### src/rtl/pdq_pkg.sv
// ----------------------------------------------------------------------------
// pdq_pkg
// Shared types and constants of the attitude controller and quad mixer.
// ----------------------------------------------------------------------------
package pdq_pkg;

	localparam int AXES            = 4;
	localparam int ANGLE_FRAC_BITS = 6;
	localparam int GAIN_FRAC_BITS  = 8;
	localparam int TERM_SHIFT      = ANGLE_FRAC_BITS + GAIN_FRAC_BITS;

	localparam int MEAS_W = 15;
	localparam int REF_W  = 16;
	localparam int ERR_W  = 17;
	localparam int DIFF_W = 18;
	localparam int GAIN_W = 16;
	localparam int PE_W   = ERR_W + GAIN_W + 1;
	localparam int DE_W   = DIFF_W + GAIN_W + 1;
	localparam int ACC_W  = DE_W + 1;
	localparam int TERM_W = 16;
	localparam int MOTOR_W = 16;
	localparam int REG_IDX_W = 3;

	localparam logic [MOTOR_W-1:0] MOTOR_BIAS = 16'd1500;

	localparam logic [REG_IDX_W-1:0] REG_KP_ROLL  = 3'd0;
	localparam logic [REG_IDX_W-1:0] REG_KP_PITCH = 3'd1;
	localparam logic [REG_IDX_W-1:0] REG_KP_YAW   = 3'd2;
	localparam logic [REG_IDX_W-1:0] REG_KP_LIFT  = 3'd3;
	localparam logic [REG_IDX_W-1:0] REG_KD_ROLL  = 3'd4;
	localparam logic [REG_IDX_W-1:0] REG_KD_PITCH = 3'd5;
	localparam logic [REG_IDX_W-1:0] REG_KD_YAW   = 3'd6;
	localparam logic [REG_IDX_W-1:0] REG_KD_LIFT  = 3'd7;

	localparam logic [GAIN_W-1:0] KP_ATT_RESET  = 16'd640;
	localparam logic [GAIN_W-1:0] KP_LIFT_RESET = 16'd0;
	localparam logic [GAIN_W-1:0] KD_ATT_RESET  = 16'd5120;
	localparam logic [GAIN_W-1:0] KD_LIFT_RESET = 16'd0;

	typedef logic signed [TERM_W-1:0] term_t;
	typedef logic [MOTOR_W-1:0] motor_t;

	typedef struct packed {
		logic en_s1;
		logic en_s2;
		logic en_s3;
		logic en_s4;
		logic en_s5;
		logic upd_prev;
	} lane_ctl_t;

	typedef struct packed {
		logic load;
		logic upd_hold;
		logic held;
	} mix_ctl_t;

endpackage

### src/rtl/pdq_lane.sv
// ----------------------------------------------------------------------------
// pdq_lane
// One axis lane: error, difference, gain products, sum and saturated term.
// ----------------------------------------------------------------------------
module pdq_lane (
	input  logic                                clk,
	input  logic                                arst_n,
	input  pdq_pkg::lane_ctl_t                  ctl,
	input  logic signed [pdq_pkg::MEAS_W-1:0]   meas,
	input  logic signed [pdq_pkg::REF_W-1:0]    setp,
	input  logic [pdq_pkg::GAIN_W-1:0]          kp,
	input  logic [pdq_pkg::GAIN_W-1:0]          kd,
	output logic signed [pdq_pkg::ERR_W-1:0]    err_s1,
	output logic signed [pdq_pkg::ERR_W-1:0]    prev_q,
	output pdq_pkg::term_t                      term_s5
);
	import pdq_pkg::*;

	logic signed [ERR_W-1:0]  err_s2;
	logic signed [DIFF_W-1:0] diff_s2;
	logic signed [PE_W-1:0]   pe_s3;
	logic signed [DE_W-1:0]   de_s3;
	logic signed [ACC_W-1:0]  acc_s4;
	logic signed [PE_W-1:0]   pe_next;
	logic signed [DE_W-1:0]   de_next;
	logic [ACC_W-1:0]         mag;
	logic [ACC_W-1:0]         mag_sh;
	term_t                    term_next;

	assign pe_next = PE_W'(err_s2) * $signed({1'b0, kp});
	assign de_next = DE_W'(diff_s2) * $signed({1'b0, kd});

	always_comb begin
		mag    = acc_s4[ACC_W-1] ? ACC_W'(-acc_s4) : ACC_W'(acc_s4);
		mag_sh = mag >> TERM_SHIFT;
		if (acc_s4[ACC_W-1]) begin
			if (mag_sh > ACC_W'(32768)) begin
				term_next = term_t'(16'h8000);
			end else begin
				term_next = term_t'(-mag_sh[TERM_W-1:0]);
			end
		end else begin
			if (mag_sh > ACC_W'(32767)) begin
				term_next = term_t'(16'h7fff);
			end else begin
				term_next = term_t'(mag_sh[TERM_W-1:0]);
			end
		end
	end

	always_ff @(posedge clk or negedge arst_n) begin
		if (!arst_n) begin
			prev_q <= '0;
		end else if (ctl.upd_prev) begin
			prev_q <= err_s1;
		end
	end

	always_ff @(posedge clk) begin
		if (ctl.en_s1) begin
			err_s1 <= ERR_W'(setp) - ERR_W'(meas);
		end
		if (ctl.en_s2) begin
			err_s2  <= err_s1;
			diff_s2 <= DIFF_W'(err_s1) - DIFF_W'(prev_q);
		end
		if (ctl.en_s3) begin
			pe_s3 <= pe_next;
			de_s3 <= de_next;
		end
		if (ctl.en_s4) begin
			acc_s4 <= ACC_W'(pe_s3) + ACC_W'(de_s3);
		end
		if (ctl.en_s5) begin
			term_s5 <= term_next;
		end
	end

endmodule

### config.mk
export PLATFORM = sky130hd
export DESIGN_NAME = pdq_lane
export DESIGN_NICKNAME = d
export VERILOG_FILES = /design/src/rtl/pdq_pkg.sv /design/src/rtl/pdq_lane.sv
export SDC_FILE = /design/constraint.sdc
export NUM_CORES = 2
export LEC_CHECK = 0
export BUFFER_PORTS_ARGS = -buffer_cell sky130_fd_sc_hd__buf_2
export CELL_PAD_IN_SITES_DETAIL_PLACEMENT = 0
export CELL_PAD_IN_SITES_GLOBAL_PLACEMENT = 2
export CORE_ASPECT_RATIO = 0.9
export CORE_MARGIN = 2
export CORE_UTILIZATION = 27
export DETAILED_ROUTE_END_ITERATION = 10
export PLACE_DENSITY = 0.6
export SYNTH_ARGS = -nofsm -noshare
export SYNTH_HDL_FRONTEND = slang
export SYNTH_SLANG_ARGS = --single-unit
### constraint.sdc
create_clock -name clk -period 7.87 [get_ports clk]
set_input_delay 0 -clock clk [delete_from_list [all_inputs] [get_ports clk]]
set_output_delay 0 -clock clk [all_outputs]
set_load 0.005 [all_outputs]
==> flow_summary.json <==
{
  "r2r_setup_slack_ns": 0.70,
  "antenna_found_initial": 7,
  "period_minus_slack_ns": 7.17,
  "ys_warn_count": 0,
  "final.setup.tns_ns": 0,
  "path_cells": "nand2_1 > fa_1 > inv_1 > fa_1 > inv_1 > fa_1 > inv_1 > fa_1 > fa_1 > inv_1 > fa_1 > inv_1 > ha_1 > a2111oi_0 > nand2b_1 > o211ai_1 > a21oi_1 > nor2_1 > a31oi_1 > a21oi_1 > o211ai_1",
  "wl_per_cell_um": 17.9,
  "cts.path.max_buffers": 2,
  "num_rows": 119,
  "dp_hpwl_mm": 74.7,
  "synth_nets": 4250,
  "cts_buffers": 17,
  "fin_util": 0.299,
  "r2r_end": "de_s3[34]$_DFFE_PP_",
  "hp-start": "setp[4]",
  "grt_max_degree": 70,
  "regArea_sq_um": 5620,
  "grt_pass1_vias": 24100,
  "vias": 22200,
  "n_fill_cell": 12400,
  "async_flop_share": 0.0895,
  "path_clk_slew_ns": 0.09,
  "gr-total-overflow": 0,
  "routed_wl_mm": 90.0,
  "grt_use_total": 0.156,
  "drc": 0,
  "mappedNetlistArea_sq_um": 31800,
  "rsz0062_at_grt": "false",
  "whs_path_depth": 4,
  "maxSlewHeadroom": 0.327,
  "n_antenna_cell": 0,
  "place_ws_ns": 0.794,
  "slew_viol_final": 0,
  "r2r_start": "diff_s2[6]$_DFFE_PP_",
  "synthFlopType": "edfxtp_1",
  "drv_cap": 0,
  "syn_inst": 3358,
  "r2r_cells": 21,
  "nets": 4327,
  "fp.coreArea_sq_um": 117000,
  "critical-path-max-stage-delay_ns": 0.79,
  "holdCritPathClass": "primary input to flop",
  "synth_edf_count": 173,
  "cp-start-kind": "flop",
  "yosys.area.top_type_share": 0.362,
  "insertion_delay_ns": 0.52,
  "die_h_um": 330,
  "synth-seq-cells": 190,
  "cts_hold_buf": 17,
  "drtIter0Drc": 1195,
  "io_buffers": 120,
  "finalHoldViolations": 0,
  "area_delta_synth_final_pct": 9.73,
  "ys_types": 81,
  "layout-drive-gt1-share": 0.0580,
  "worst_pin_slew_ns": 1.01,
  "finalCritPeriodShare": 0.911,
  "worst_path_most_repeated_cell": "fa_1",
  "ioPinCount": 121,
  "critPathKind": "flop to flop",
  "die_area_sq_um": 121000,
  "cts.sinks": 190,
  "firstDrtPassIters": 4,
  "postCtsResizedCells": 0,
  "gp_congestion": 0.786,
  "cts_root_buf": "clkbuf_16",
  "via_per_inst": 4.42,
  "cts_max_level": 4,
  "yosysSeqAreaShare": 0.177,
  "grt_pass1_wl_mm": 144,
  "route.antenna.remaining_nets": 0,
  "start_util": 0.272,
  "die_x_um": 366,
  "cts_tree": "done",
  "ys_top_cells_by_area": "fa_1 36%, edfxtp_1 16%, ha_1 9.7%",
  "setup_viol_count_final": 0,
  "post_cts.repair.setup_buffers": 0,
  "worst_ep_arrival_time_ns": 7.40,
  "cp-end-kind": "flop",
  "whs_endpoint": "err_s1[4]$_DFFE_PP_",
  "critPathSlowestCell": "edfxtp_1",
  "syn_area_per_cell_sq_um": 9.48,
  "fin_ws_ns": 0.699,
  "yosysTopAreaCell": "fa_1",
  "fmax_mhz": 139,
  "status": "completed",
  "crit_fanout": 16,
  "critPathRequiredTime_ns": 8.10,
  "multi_input_area_sq_um": 22700,
  "skew_ns": 0.0278
}
==> flip-flops by register name (all words and copies together), names as in the netlist <==
signal and cells:
acc_s4 36, de_s3 35, diff_s2 18, err_s1 17, err_s2 17, pe_s3 34, prev_q 17, term_s5 16
==> logic make-up after synthesis <==
family	Yosys count	synth area share
compound gates	361	0.0743
xor+xnor	121	0.0333
fa+ha+maj	821	0.459
buf+inv	916	0.108
flops	190	0.177
mux	7	0.00228
simple gates	942	0.147
==> critical path, delay by kind of cell, from the launching register on <==
| family | cells | cell delay, ns |
|---|---|---|
| buf+inv | 5 | 0.28 |
| simple gates | 3 | 0.45 |
| fa+ha+maj | 7 | 3.50 |
| compound gates | 6 | 1.85 |
| flops | 1 | 0.79 |
==> through the flow <==
step / hold slack [ns] / instance area [sq um] / cells
finish: 0.0249 / 34900 / 5021
global route: 0.0578 / 34900 / 5021
CTS: 0.00437 / 34900 / 5021
detailed placement: -0.0351 / 34200 / 4972
global placement: -0.0408 / 34200 / 4972
floorplan: -0.296 / 31800 / 3358
==> how the worst max path moves through the flow <==
stage,startpoint,endpoint,slack [ns],cells past startpoint
6_report,diff_s2[6]$_DFFE_PP_,de_s3[34]$_DFFE_PP_,0.70,21
5_1_grt,diff_s2[6]$_DFFE_PP_,de_s3[34]$_DFFE_PP_,0.41,21
4_1_cts,diff_s2[6]$_DFFE_PP_,de_s3[34]$_DFFE_PP_,0.77,21
3_5_place_dp,diff_s2[6]$_DFFE_PP_,de_s3[34]$_DFFE_PP_,0.79,21
3_3_place_gp,diff_s2[6]$_DFFE_PP_,de_s3[34]$_DFFE_PP_,0.86,21
2_1_floorplan,diff_s2[5]$_DFFE_PP_,de_s3[28]$_DFFE_PP_,1.72,22
==> placed cells by master, fill, tap and decap left out, types with 72 or more instances in the layout <==
master	netlist	routed
inv_1	812	812
fa_1	575	575
nand2_1	416	416
ha_1	246	246
and2_1	237	237
edfxtp_1	173	173
buf_2	0	120
a21oi_1	101	101
xnor2_1	93	93
nor2_1	91	91
o21ai_0	72	72
==> cell usage after synthesis (6+ instances only) <==
cell,count
inv_1,812
fa_1,575
nand2_1,416
ha_1,246
and2_1,237
edfxtp_1,173
a21oi_1,101
clkbuf_1,100
xnor2_1,93
nor2_1,91
o21ai_0,72
nor3_1,46
nand3_1,36
a21o_1,33
xor2_1,28
o21a_1,21
nand2b_1,19
nor2b_1,19
o21bai_1,18
dfrtp_1,17
and3_1,15
a211oi_1,11
o211ai_1,11
or3_1,11
a31oi_1,10
a21boi_0,9
nand4_1,9
a2111oi_0,8
o31ai_1,7
or2_2,7
nand3b_1,6
nor4_1,6
o22ai_1,6
==> metal layers <==
metal	part of all wire	track usage	vias to the layer above
met3	0.030	0.0201	44
met4	0.011	0.0274	6
met5	0.00041	0	-
met1	0.50	0.224	11400
li1	-	-	10500
met2	0.46	0.255	274
==> cell type report <==
type                            instances  share of cell area
Clock buffer                           24              0.0145
Clock inverter                          8             0.00194
Inverter                              813              0.0874
Multi-Input combinational cell       2252               0.652
Sequential cell                       190               0.161
Tap cell                             1573              0.0564
Timing Repair Buffer                  161              0.0272
Power is not shown: default switching activity piles up to over one toggle a cycle in this logic, so the estimate is an artifact.
